### config.mk
export PLATFORM = sky130hd
export DESIGN_NAME = tmcw_apb
export DESIGN_NICKNAME = d
export VERILOG_FILES = /design/src/rtl/tmcw_pkg.sv /design/src/rtl/tmcw_apb.sv
export SDC_FILE = /design/constraint.sdc
export NUM_CORES = 1
export LEC_CHECK = 0
export BUFFER_PORTS_ARGS = -buffer_cell sky130_fd_sc_hd__buf_2
export CAP_MARGIN = 20
export CORE_MARGIN = 10
export CORE_UTILIZATION = 30
export DETAILED_ROUTE_END_ITERATION = 8
export GPL_ROUTABILITY_DRIVEN = 0
export PLACE_DENSITY_LB_ADDON = 0.15
export SKIP_LAST_GASP = 1
export SYNTH_ARGS = -nofsm -noshare
export SYNTH_HDL_FRONTEND = slang
export SYNTH_SLANG_ARGS = --single-unit
### constraint.sdc
create_clock -name clk -period 0.8 [get_ports clk]
set_input_delay 0.04 -clock clk [delete_from_list [all_inputs] [get_ports clk]]
set_output_delay 0.04 -clock clk [all_outputs]
set_load 0.02 [all_outputs]
### src/rtl/tmcw_pkg.sv
// Shared types, constants and helpers for the text-mode console writer.
// Depends on nothing; every other rtl file refers to it by scoped names.
`timescale 1ns / 1ps

package tmcw_pkg;

  // Screen geometry
  localparam int COLUMNS    = 80;
  localparam int ROWS       = 25;
  localparam int TAB_SPACES = 4;
  localparam int CELLS      = COLUMNS * ROWS;

  localparam int ADDR_W = $clog2(CELLS);
  localparam int COL_W  = 7;
  localparam int ROW_W  = 5;
  localparam int LEFT_W = $clog2(TAB_SPACES + 1);

  localparam int LAST_ROW_BASE = (ROWS - 1) * COLUMNS;

  // Configuration port
  localparam int PADDR_W = 3;
  localparam int PDATA_W = 32;

  // Item kinds
  localparam logic [1:0] KIND_WRITE = 2'd0;
  localparam logic [1:0] KIND_CLEAR = 2'd1;
  localparam logic [1:0] KIND_READ  = 2'd2;

  // Character codes
  localparam logic [7:0] CH_TAB   = 8'd9;
  localparam logic [7:0] CH_LF    = 8'd10;
  localparam logic [7:0] CH_CR    = 8'd13;
  localparam logic [7:0] CH_SPACE = 8'h20;

  localparam logic [7:0]  RESET_ATTR  = 8'h0F;
  localparam logic [15:0] BLANK_RESET = {RESET_ATTR, CH_SPACE};

  typedef struct packed {
    logic [1:0]       kind;
    logic [7:0]       char_code;
    logic [ROW_W-1:0] read_row;
    logic [COL_W-1:0] read_col;
  } in_item_t;

  typedef struct packed {
    logic             cell_written;
    logic [ROW_W-1:0] cell_row;
    logic [COL_W-1:0] cell_col;
    logic [15:0]      cell_entry;
    logic [COL_W-1:0] cursor_col;
    logic [ROW_W-1:0] cursor_row;
    logic             scrolled;
    logic             last;
  } out_item_t;

  typedef enum logic [2:0] {
    ST_INIT,
    ST_IDLE,
    ST_PUT,
    ST_SCROLL,
    ST_CLEAR,
    ST_READ
  } ctrl_state_t;

  typedef enum logic [2:0] {
    OP_NOP,
    OP_INIT,
    OP_CLEAR,
    OP_SCROLL,
    OP_CR,
    OP_NEWLINE,
    OP_PUT,
    OP_READ_OUT
  } dp_op_t;

  typedef struct packed {
    logic   accept;   // latch the incoming word
    dp_op_t op;
    logic   emit;     // report a control result (no cell written)
    logic   last;     // last flag for a put
  } ctrl_cmd_t;

  typedef struct packed {
    logic col_full;
    logic row_bottom;
    logic sweep_end;
  } dp_status_t;

  function automatic logic [ADDR_W-1:0] cell_addr(input logic [ROW_W-1:0] row,
                                                  input logic [COL_W-1:0] col);
    cell_addr = ADDR_W'(row) * ADDR_W'(COLUMNS) + ADDR_W'(col);
  endfunction

endpackage

### src/rtl/tmcw_apb.sv
// Configuration register block: APB-style write/read of the text attribute.
// Depends on tmcw_pkg.
`timescale 1ns / 1ps

module tmcw_apb (
  input  logic                         clk,
  input  logic                         rst_n,
  input  logic                         psel,
  input  logic                         penable,
  input  logic                         pwrite,
  input  logic [tmcw_pkg::PADDR_W-1:0] paddr,
  input  logic [tmcw_pkg::PDATA_W-1:0] pwdata,
  output logic [tmcw_pkg::PDATA_W-1:0] prdata,
  output logic                         pready,
  output logic [7:0]                   attr
);

  logic [7:0] attr_r;
  logic [7:0] attr_nxt;
  logic       hit;

  // register 0 is the only one; the index is the word address bit
  assign hit = (paddr[2] == 1'b0);

  always_comb begin
    attr_nxt = attr_r;
    if (psel && penable && pwrite && hit) begin
      attr_nxt = pwdata[7:0];
    end
  end

  always_ff @(posedge clk) begin
    if (!rst_n) begin
      attr_r <= tmcw_pkg::RESET_ATTR;
    end else begin
      attr_r <= attr_nxt;
    end
  end

  assign prdata = hit ? {{(tmcw_pkg::PDATA_W - 8){1'b0}}, attr_r} : '0;
  assign pready = 1'b1;
  assign attr   = attr_r;

endmodule

After elaboration in Yosys (flattened, before gate mapping). Index checks and enable logic that the tools add are counted.

Mux-type cells: 1. Bitwise logic cells: 1. Reduce and logical (&&, ||, !) cells: 3.

Operators with widths (count): 8-bit two-way mux (1); 1-bit logical AND (3); 1-bit inverter (1).

Register bits: 8. Bits of input ports: 40. Output and inout bits: 41. Logic and storage cells: 6.

Longest topological paths before layout.
Depth in word-level cells: 3. Depth in mapped cells: 3. Depth with buffers taken out: 2.

Worst setup path before layout. Ideal clock, no wire load.

Kind: reg-to-output. Start: reg attr_r[0] (netlist: attr[0]). End: out prdata[0] (netlist bit). Arrival: 0.666 ns. Data required time: 0.760 ns. Slack: 0.094 ns. Cell stages (with the launch flop): 2. Path buffers: 0. Cell sequence: dfxtp_1 -> and2b_2.

Word-level cells in the longest chain between the ends: 1.

Ends and longest elaborated chain: start: declaration (line tmcw_apb.sv:18) `logic [7:0] attr_r;`; start signal: assignment (line tmcw_apb.sv:34) `attr_r <= tmcw_pkg::RESET_ATTR;`; start signal: assignment (line tmcw_apb.sv:36) `attr_r <= attr_nxt;`; 8-bit two-way mux (line tmcw_apb.sv:40) `assign prdata = hit ? {{(tmcw_pkg::PDATA_W - 8){1'b0}}, attr_r} : '0;`; end: declaration (line tmcw_apb.sv:13) `output logic [tmcw_pkg::PDATA_W-1:0] prdata,`.

Every way passes these cells.

Worst setup path in the final report.
Start: reg attr_r[4] (netlist: attr[4]). End: out prdata[4] (netlist bit).

Same word-level chain as after synthesis.

==> impl_metrics.toml <==
[global_route]
grt_start_max_net_pins = 17
antenna_found_initial = 0
overflow = 0
grt_usage_pct = 7.847
grt_pass1_vias = 554
grt_pass1_wl_mm = 2.649

[finish]
areaGrowthSynthToFinish_pct = 47.95
largest_reg_flops = 8
final-instance-count-excl-fill = 135
nNetsFinal = 150
antenna_cells = 0
final_core_util_pct = 46.52
fillCellCount = 209
drive_above_1_share_pct = 54.63

[drt]
drc = 0
drtAntennaViolNets = 0
route.vias.total = 493
dr.pass1.iters = 2
wirelength_mm = 1.684
drtIter0Drc = 6
via_per_inst = 3.652
wire_per_inst_um = 12.47

[critical_path]
r2r_cells = 4
critPathArrivalTime_ns = 0.89
setup.worst_path.start_class = "register"
crit_path_end_kind = "primary output"
path_class = "register to primary output"
required_ns = 0.76
crit_fanout = 2

[sta]
slew_viol_final = 0
max_freq_mhz = 1072
post-route-period-util_pct = 116.6
setup_ws_ns = -0.1329
rsz0062_at_grt = "true"
min_period_ns = 0.9329
fin_skew_ns = 0
report.final.hold_viol_count = 0
finalSetupViolCount = 12

[power_and_ir_drop]
cellLeakagePower_nw = 0.4506
powerDensity_mw_per_mm2 = 1144
vdd_drop_max_v = 0.0006340

[die]
io_pins = 81
die_y_um = 65.12
rows = 16
design.core.area_mm2 = 0.001942
initial_core_util_pct = 31.44
die_w_um = 65.12
die_area_mm2 = 0.004240

[yosys]
ys_types = 10
synth.area.top_cells = "buf_4 (31%), dfxtp_1 (26%), mux2i_1 (13%), and2b_2 (11%), nor2b_1 (8.2%)"
netlist_area_um2 = 610.6
ys_warn_count = 0
syn_inst = 70
synth.avg_cell_area_um2 = 8.723
synth_edf_count = 0
yosysTopAreaCellShare_pct = 30.74
yosysSeqAreaShare_pct = 26.23
ys_ff_latch = 8
ys.flop_type = "dfxtp_1"
async_flop_share_pct = 0
synth_most_common_cell = "buf_4"
synth_top_area_cell = "buf_4"

[hold_path]
min_path_type = "input pin to register"
whs_path_depth = 3

[cts]
htreeDepth = 1
path_clk_slew_ns = 0.06
cts_max_path_buffers = 2
numCtsBuffers = 3
tritoncts = "yes"
insertion_delay_ns = 0.24
cts.sinks = 8
cts_root_buf = "clkbuf_4"
cts_hold_buf = 0

[placed_design]
dp_cells = 124
port_buffers = 29
place_hpwl_mm = 1.295

[status]
outcome = "complete, but fails checks"
violations = "negative setup slack"

[flow_run]
maxCapViolations = 0
cell type report:
type	count	area [µm²]	area share, %
repair buffers	39	340.3	37.67
multi-input cells	58	336.6	37.26
flip-flops and latches	8	170.2	18.84
well taps	27	33.78	3.740
clock buffers	3	22.52	2.493
worst max-delay path, cell delays in order (launching register included):
cell and delay, ns:
dfxtp_2 0.32, and2b_2 0.19, buf_6 0.13
cell families (layout without fill, tap and decap cells):
kind of cell           Yosys count  in the layout  share of synthesized area (%)
buffers and inverters           27             42                          33.20
other                            2             25                          1.230
multiplexers                     8              8                          13.12
flip-flops                       8              8                          26.23
AND/OR/NAND/NOR                 25             25                          26.23
power breakdown:
part	internal, W	leakage, nW	switching [W]	total, W
Sequential	0.000409	0.0650	0.00000600	0.000415
Combinational	0.000118	0.372	0.000196	0.000314
Clock	0.000171	0.0138	0.000133	0.000304
routing by layer:
| metal | vias to the layer above | track usage (%) | wire [µm] |
|---|---|---|---|
| li1 | 244 | - | - |
| met1 | 216 | 8.100 | 687 |
| met2 | 31 | 12.19 | 819 |
| met3 | 2 | 3.051 | 150 |
| met4 | 0 | 6.952 | 27 |
| met5 | - | 0 | 0 |
cells in the final DEF (no fill, tap or decap):
cell type,count
and4b_1,1
buf_12,1
clkbuf_4,3
mux2i_1,8
and2b_2,8
buf_4,7
nor2b_1,8
buf_2,13
conb_1,25
buf_6,18
nand2_1,7
dfxtp_2,8
nand2_2,1
through the flow:
step | cell area (µm²) | worst slack, ns | TNS, ns | hold WS (ns) | total power [W]
finish | 903.4 | -0.1329 | -1.142 | 0.02080 | 0.001033
CTS | 868.3 | -0.1386 | -1.235 | 0.01743 | 0.001036
detailed placement | 700.7 | -0.04240 | -0.2287 | 0.3002 | 0.0006844
global route | 903.4 | -0.1747 | -1.644 | 0.02070 | 0.001112
global placement | 700.7 | -0.03221 | -0.1877 | 0.2898 | 0.0006816
floorplan | 696.9 | 0.09353 | 0 | 0.1822 | 0.0007034
repair_timing:
action / 4_1_cts / 5_1_grt
gates cloned: 0 / 0
resized for setup: 36 / 7
endpoints found under the setup margin: 16 / 17
setup buffers: 6 / 2
worst paths after layout:
| path | from | end | slack [ns] |
|---|---|---|---|
| setup / recovery | attr[4] | prdata[4] | -0.13 |
| hold reg to reg | attr[5] | attr[5] | 0.47 |
| setup reg to reg | attr[7] | attr[7] | 0.04 |
| hold / removal | pwdata[5] | attr[5] | 0.02 |
Power figures use the tool's default switching activity.
