File: config.mk
export PLATFORM = sky130hd
export DESIGN_NAME = tmcw_ctrl
export DESIGN_NICKNAME = d
export VERILOG_FILES = /design/src/rtl/tmcw_pkg.sv /design/src/rtl/tmcw_ctrl.sv
export SDC_FILE = /design/constraint.sdc
export NUM_CORES = 1
export LEC_CHECK = 0
export BUFFER_PORTS_ARGS = -buffer_cell sky130_fd_sc_hd__buf_2
export CAP_MARGIN = 30
export CORE_MARGIN = 2
export CORE_UTILIZATION = 25
export DETAILED_ROUTE_END_ITERATION = 8
export GPL_ROUTABILITY_DRIVEN = 1
export PLACE_DENSITY_LB_ADDON = 0.08
export SETUP_SLACK_MARGIN = 0.4
export SLEW_MARGIN = 20
export SYNTH_ARGS = -nofsm -noshare
export SYNTH_HDL_FRONTEND = slang
export SYNTH_SLANG_ARGS = --single-unit
File: constraint.sdc
create_clock -name clk -period 2.82 [get_ports clk]
set_clock_uncertainty 0.15 [all_clocks]
set_input_delay 0.846 -clock clk [delete_from_list [all_inputs] [get_ports clk]]
set_output_delay 0.846 -clock clk [all_outputs]
set_load 0.05 [all_outputs]
File: src/rtl/tmcw_pkg.sv
// Shared types, constants and helpers for the text-mode console writer.
// Depends on nothing; every other rtl file refers to it by scoped names.
`timescale 1ns / 1ps

package tmcw_pkg;

  // Screen geometry
  localparam int COLUMNS    = 80;
  localparam int ROWS       = 25;
  localparam int TAB_SPACES = 4;
  localparam int CELLS      = COLUMNS * ROWS;

  localparam int ADDR_W = $clog2(CELLS);
  localparam int COL_W  = 7;
  localparam int ROW_W  = 5;
  localparam int LEFT_W = $clog2(TAB_SPACES + 1);

  localparam int LAST_ROW_BASE = (ROWS - 1) * COLUMNS;

  // Configuration port
  localparam int PADDR_W = 3;
  localparam int PDATA_W = 32;

  // Item kinds
  localparam logic [1:0] KIND_WRITE = 2'd0;
  localparam logic [1:0] KIND_CLEAR = 2'd1;
  localparam logic [1:0] KIND_READ  = 2'd2;

  // Character codes
  localparam logic [7:0] CH_TAB   = 8'd9;
  localparam logic [7:0] CH_LF    = 8'd10;
  localparam logic [7:0] CH_CR    = 8'd13;
  localparam logic [7:0] CH_SPACE = 8'h20;

  localparam logic [7:0]  RESET_ATTR  = 8'h0F;
  localparam logic [15:0] BLANK_RESET = {RESET_ATTR, CH_SPACE};

  typedef struct packed {
    logic [1:0]       kind;
    logic [7:0]       char_code;
    logic [ROW_W-1:0] read_row;
    logic [COL_W-1:0] read_col;
  } in_item_t;

  typedef struct packed {
    logic             cell_written;
    logic [ROW_W-1:0] cell_row;
    logic [COL_W-1:0] cell_col;
    logic [15:0]      cell_entry;
    logic [COL_W-1:0] cursor_col;
    logic [ROW_W-1:0] cursor_row;
    logic             scrolled;
    logic             last;
  } out_item_t;

  typedef enum logic [2:0] {
    ST_INIT,
    ST_IDLE,
    ST_PUT,
    ST_SCROLL,
    ST_CLEAR,
    ST_READ
  } ctrl_state_t;

  typedef enum logic [2:0] {
    OP_NOP,
    OP_INIT,
    OP_CLEAR,
    OP_SCROLL,
    OP_CR,
    OP_NEWLINE,
    OP_PUT,
    OP_READ_OUT
  } dp_op_t;

  typedef struct packed {
    logic   accept;   // latch the incoming word
    dp_op_t op;
    logic   emit;     // report a control result (no cell written)
    logic   last;     // last flag for a put
  } ctrl_cmd_t;

  typedef struct packed {
    logic col_full;
    logic row_bottom;
    logic sweep_end;
  } dp_status_t;

  function automatic logic [ADDR_W-1:0] cell_addr(input logic [ROW_W-1:0] row,
                                                  input logic [COL_W-1:0] col);
    cell_addr = ADDR_W'(row) * ADDR_W'(COLUMNS) + ADDR_W'(col);
  endfunction

endpackage

File: src/rtl/tmcw_ctrl.sv
// Controller state machine: decodes words, sequences puts, sweeps and reads.
// Depends on tmcw_pkg; drives the datapath through ctrl_cmd_t.
`timescale 1ns / 1ps

module tmcw_ctrl (
  input  logic                 clk,
  input  logic                 rst_n,
  input  logic                 start,
  input  tmcw_pkg::in_item_t   in_item,
  input  tmcw_pkg::dp_status_t stat,
  output tmcw_pkg::ctrl_cmd_t  cmd,
  output logic                 busy
);

  tmcw_pkg::ctrl_state_t          state_r, state_nxt;
  logic [tmcw_pkg::LEFT_W-1:0]    left_r, left_nxt;
  logic                           feed_ret_r, feed_ret_nxt;

  always_ff @(posedge clk) begin
    if (!rst_n) begin
      state_r    <= tmcw_pkg::ST_INIT;
      left_r     <= '0;
      feed_ret_r <= 1'b0;
    end else begin
      state_r    <= state_nxt;
      left_r     <= left_nxt;
      feed_ret_r <= feed_ret_nxt;
    end
  end

  always_comb begin
    state_nxt    = state_r;
    left_nxt     = left_r;
    feed_ret_nxt = feed_ret_r;
    cmd.accept   = 1'b0;
    cmd.op       = tmcw_pkg::OP_NOP;
    cmd.emit     = 1'b0;
    cmd.last     = 1'b0;
    case (state_r)
      tmcw_pkg::ST_INIT: begin
        cmd.op = tmcw_pkg::OP_INIT;
        if (stat.sweep_end) begin
          state_nxt = tmcw_pkg::ST_IDLE;
        end
      end
      tmcw_pkg::ST_IDLE: begin
        if (start) begin
          cmd.accept = 1'b1;
          case (in_item.kind)
            tmcw_pkg::KIND_WRITE: begin
              case (in_item.char_code)
                tmcw_pkg::CH_CR: begin
                  cmd.op   = tmcw_pkg::OP_CR;
                  cmd.emit = 1'b1;
                end
                tmcw_pkg::CH_LF: begin
                  cmd.op   = tmcw_pkg::OP_NEWLINE;
                  cmd.emit = !stat.row_bottom;
                  if (stat.row_bottom) begin
                    feed_ret_nxt = 1'b1;
                    state_nxt    = tmcw_pkg::ST_SCROLL;
                  end
                end
                tmcw_pkg::CH_TAB: begin
                  left_nxt  = tmcw_pkg::LEFT_W'(tmcw_pkg::TAB_SPACES);
                  state_nxt = tmcw_pkg::ST_PUT;
                end
                default: begin
                  left_nxt  = tmcw_pkg::LEFT_W'(1);
                  state_nxt = tmcw_pkg::ST_PUT;
                end
              endcase
            end
            tmcw_pkg::KIND_CLEAR: state_nxt = tmcw_pkg::ST_CLEAR;
            tmcw_pkg::KIND_READ:  state_nxt = tmcw_pkg::ST_READ;
            default: ;  // unused kind: dropped
          endcase
        end
      end
      tmcw_pkg::ST_PUT: begin
        if (stat.col_full) begin
          // wrap first; the put follows on the next cycle or after the scroll
          cmd.op = tmcw_pkg::OP_NEWLINE;
          if (stat.row_bottom) begin
            feed_ret_nxt = 1'b0;
            state_nxt    = tmcw_pkg::ST_SCROLL;
          end
        end else begin
          cmd.op   = tmcw_pkg::OP_PUT;
          cmd.last = (left_r == tmcw_pkg::LEFT_W'(1));
          left_nxt = left_r - tmcw_pkg::LEFT_W'(1);
          if (left_r == tmcw_pkg::LEFT_W'(1)) begin
            state_nxt = tmcw_pkg::ST_IDLE;
          end
        end
      end
      tmcw_pkg::ST_SCROLL: begin
        cmd.op = tmcw_pkg::OP_SCROLL;
        if (stat.sweep_end) begin
          cmd.emit  = feed_ret_r;
          state_nxt = feed_ret_r ? tmcw_pkg::ST_IDLE : tmcw_pkg::ST_PUT;
        end
      end
      tmcw_pkg::ST_CLEAR: begin
        cmd.op = tmcw_pkg::OP_CLEAR;
        if (stat.sweep_end) begin
          cmd.emit  = 1'b1;
          state_nxt = tmcw_pkg::ST_IDLE;
        end
      end
      tmcw_pkg::ST_READ: begin
        cmd.op    = tmcw_pkg::OP_READ_OUT;
        state_nxt = tmcw_pkg::ST_IDLE;
      end
      default: state_nxt = tmcw_pkg::ST_INIT;
    endcase
  end

  assign busy = (state_r != tmcw_pkg::ST_IDLE);

endmodule

Yosys cells after proc, flatten, opt, wreduce, memory -nomap -nowiden
Index checks and enable logic that the tools add are counted.
- register bits after elaboration: 7
- latch bits: 0
- RAM bits: 0
- bits in read-only memories: 0
- input port bits: 28
- output and inout bits: 7
- memories: 0
- add/subtract/negate cells: 1
- $mul: 0
- div/mod/pow operators: 0
- $lt $le $gt $ge: 0
- equality and inequality tests: 25
- shift operators: 0
- multiplexer cells: 33
- bitwise logic cells: 0
- reductions and logical operators: 9
- operators with widths (kind ; count):
    $mux 3 ; 9
    $eq 8x4->1 const B ; 3
    $pmux 3 s2 ; 3
    $pmux 3 s6 ; 1
    $pmux 3 s5 ; 1
    $ne 2x2->1 const B ; 7
    $mux 1 ; 11
    $pmux 3 s3 ; 1
    $pmux 4 s2 ; 1
    $reduce_and 7->1 ; 1
    $eq 3x1->1 const B ; 2
    $eq 3x2->1 const B ; 2
    $eq 3x3->1 const B ; 2
    $ne 2x1->1 const B ; 3
    $ne 3x3->1 const B ; 2
    $reduce_and 6->1 ; 1
    $mux 5 ; 1
    $reduce_and 5->1 ; 1
    $mux 2 ; 2
    $mux 4 ; 1
    $ne 4x1->1 const B ; 1
    $reduce_or 2->1 ; 2
    $logic_not 3->1 ; 1
    $ne 3x1->1 const B ; 1
    other kinds (8) ; 8

Longest topological paths before layout
- depth in word-level cells: 6
- depth in mapped cells: 7
- mapped depth without buffers: 7

Least setup slack after synthesis
Ideal clock, no wire load.
- kind: input to output
- start: in in_item[17] (netlist bit)
- end: out cmd[1] (netlist bit)
- arrival time: 2.625 ns
- required time: 1.824 ns
- slack: -0.801 ns
- stages: 4
- buffers on the path: 0
- cells stage by stage: nor4_1 > and2_1 > nand3_1 > o21ai_0
- RTL lines (what ; line ; source):
    start: declaration ; tmcw_ctrl.sv:9 ; input tmcw_pkg::in_item_t in_item,
    end: declaration ; tmcw_ctrl.sv:11 ; output tmcw_pkg::ctrl_cmd_t cmd,

==> impl_metrics.tcl <==
set metrics [dict create \
    cts_buffer_depth 2 \
    synth_nets 132 \
    crit_arrival_ps 1880 \
    finalSetupViolCount 3 \
    drt_iter0_drc 22 \
    cellInternalPower_mw 0.492 \
    p_total_mw 0.932 \
    final_nets 183 \
    netlist.area_leader.share 0.187 \
    required_ps 1820 \
    grt.total_usage 0.152 \
    dieHeight_um 58.8 \
    power_frac_seq 0.142 \
    p_leak_nw 0.580 \
    synth_compound_area_frac 0.290 \
    ys_ff_latch 7 \
    path_clk_slew_ps 50 \
    period_share 1.02 \
    grt-ovfl-total 0 \
    synth_xor_xnor_area_share 0.0117 \
    maxCapViolations 0 \
    worstSetupPathType "primary input to output port" \
    clkLatencyLatePin_ps 250 \
    layout_min_cycle_time_ps 2880 \
    status "finished with violations" \
    slew_violations 0 \
    rsz0062_at_grt "yes" \
    netlist_instances 99 \
    numPortBuffers 22 \
    dr.pass1.iters 4 \
    vias 925 \
    ant_nets 0 \
    hold_ws_ps 347 \
    syn_to_final_growth_pct 70.8 \
    yosys_warnings 0 \
    final_cell_mix "27 x buf_4, 12 x buf_2, 9 x nor2_1" \
    p_clk_frac 0.096 \
    endpoint_kind "output port" \
    die_w_um 58.8 \
    hold_viol 0 \
    p_sw_mw 0.441 \
    worst-path-max-fanout 3 \
    synth-simple-area-share 0.359 \
    drive_above_1_share 0.490 \
    coreArea_um2 2810 \
    grt_first_pass_wirelength_um 4060 \
    worst_setup_path_start_kind "primary input" \
    final_common_cell "buf_4" \
    globalplace.congestion 0.773 \
    post_synth.cell_area_avg_um2 7.57 \
    switching_share 0.473 \
    h-tree-depth 1 \
    postLayoutCoreUtil 0.456 \
    wl_um 2410 \
    max-slew-margin-rel 0.773 \
    num_rows 19 \
    async_flop_share 0 \
    synthMuxAreaShare 0 \
    die-area_um2 3450 \
    wl_per_cell_um 13.4 \
    hp-class "register to register" \
    rrSetupSlack_ps 920 \
    grt_pass1_vias 894 \
    drc_errors 0 \
    clock_sinks 7 \
    power_density_nw_per_um2 729 \
    p_comb_frac 0.762 \
    start_util 0.267 \
    synth_area_um2 749 \
    synth_edf_count 0 \
    fin_setup_tns_ps -127 \
    synth.yosys.seq_area_share 0.187 \
    peakVddDrop_uv 411 \
    synth_area_leaders "dfxtp_1 19%, ha_1 8.3%, nor2_1 5.0%, nor2b_1 4.2%, inv_1 4.0%" \
    viasPerCell 5.14 \
    antenna_found_initial 0 \
    cts_made_buffers 3 \
    dp_hpwl_um 1880 \
    n_antenna_cell 0 \
    max_freq_ghz 0.347 \
    root_buffer "clkbuf_4" \
    synth_cell_types 43 \
    yosys.area_share.adder 0.0835 \
    synth-main-ff-cell "dfxtp_1" \
    fin_ws_ps -59.4 \
    tritoncts "done" \
    tightest_slew_ps 337 \
    yosys.area.top_type "dfxtp_1" \
    ios 35 \
    violations "setup timing" \
    hold_buffers 0 \
    synth_top_family_by_area "simple AND/OR/NAND/NOR gates" \
    grt_max_degree 15 \
]
kinds of logic (layout without fill, tap and decap cells):
group / count (synthesis) / after routing
XOR/XNOR: 1 / 1
AND/OR/NAND/NOR: 47 / 47
flip-flops: 7 / 7
adder cells (fa/ha/maj): 5 / 5
buffers and inverters: 12 / 62
AO/OA/AOI/OAI: 27 / 27
synth_stat cells (all sizes together) (2+ instances only):
cell type,number
o21ai,4
o221a,2
inv,8
ha,5
or3b,3
nand3,2
nor4,2
dfxtp,7
nor2,11
nand2b,4
nor3,3
nor3b,3
nor2b,5
buf,3
a21oi,5
a21o,2
nand2,8
a21boi,2
final timing paths:
kind / start / to / cells after the start
worst max-delay path: in_item[16] / cmd[4] / 6
worst min-delay path: left_r[0]$_SDFFE_PN0P_ / left_r[0]$_SDFFE_PN0P_ / 2
worst max register to register: state_r[0]$_SDFFE_PN0P_ / left_r[0]$_SDFFE_PN0P_ / 7
worst min register to register: left_r[0]$_SDFFE_PN0P_ / left_r[0]$_SDFFE_PN0P_ / 2
layer usage:
layer	GRT usage	wire, um
met2	0.251	1190
met4	0.0260	8
met1	0.196	1080
met5	0	0
met3	0.0505	135
repair_timing:
action,in CTS,in global routing
pin swaps,7,4
setup endpoints to repair,6,6
setup buffers,5,5
resized for setup,25,6
hold endpoints to repair,0,0
final cells by class:
class                           instances  area [um^2]
Clock buffer                            4         26.3
Fill cell                             300         1530
Inverter                                8         30.0
Multi-Input combinational cell         80          653
Sequential cell                         7          141
Tap cell                               31         38.8
Timing Repair Buffer                   50          390
worst max-delay path, stage by stage:
cell and delay, ps:
buf_6 90, nor4_4 270, and2_4 200, nand3_2 70, o211ai_1 170, buf_4 220
power groups by stage:
stage / clock network, mW / logic, mW / registers (mW)
final: 0.0891 / 0.711 / 0.133
after global routing: 0.0968 / 0.765 / 0.136
after CTS: 0.0940 / 0.662 / 0.133
after detailed placement: 0 / 0.585 / 0.133
after global placement: 0 / 0.577 / 0.132
after floorplan: 0 / 0.426 / 0.137
state kept, by name, summed over array words and instances (netlist names):
| signal | count |
|---|---|
| left_r | 3 |
| state_r | 3 |
| feed_ret_r | 1 |
metrics by stage:
stage / cell area, um^2 / setup slack (ps) / std cells
after floorplan: 802 / -373 / 99
after global placement: 1060 / -197 / 166
after detailed placement: 1060 / -214 / 166
after CTS: 1220 / -90.4 / 175
after global routing: 1280 / -143 / 180
final: 1280 / -59.4 / 180
Power figures use the tool's default switching activity.
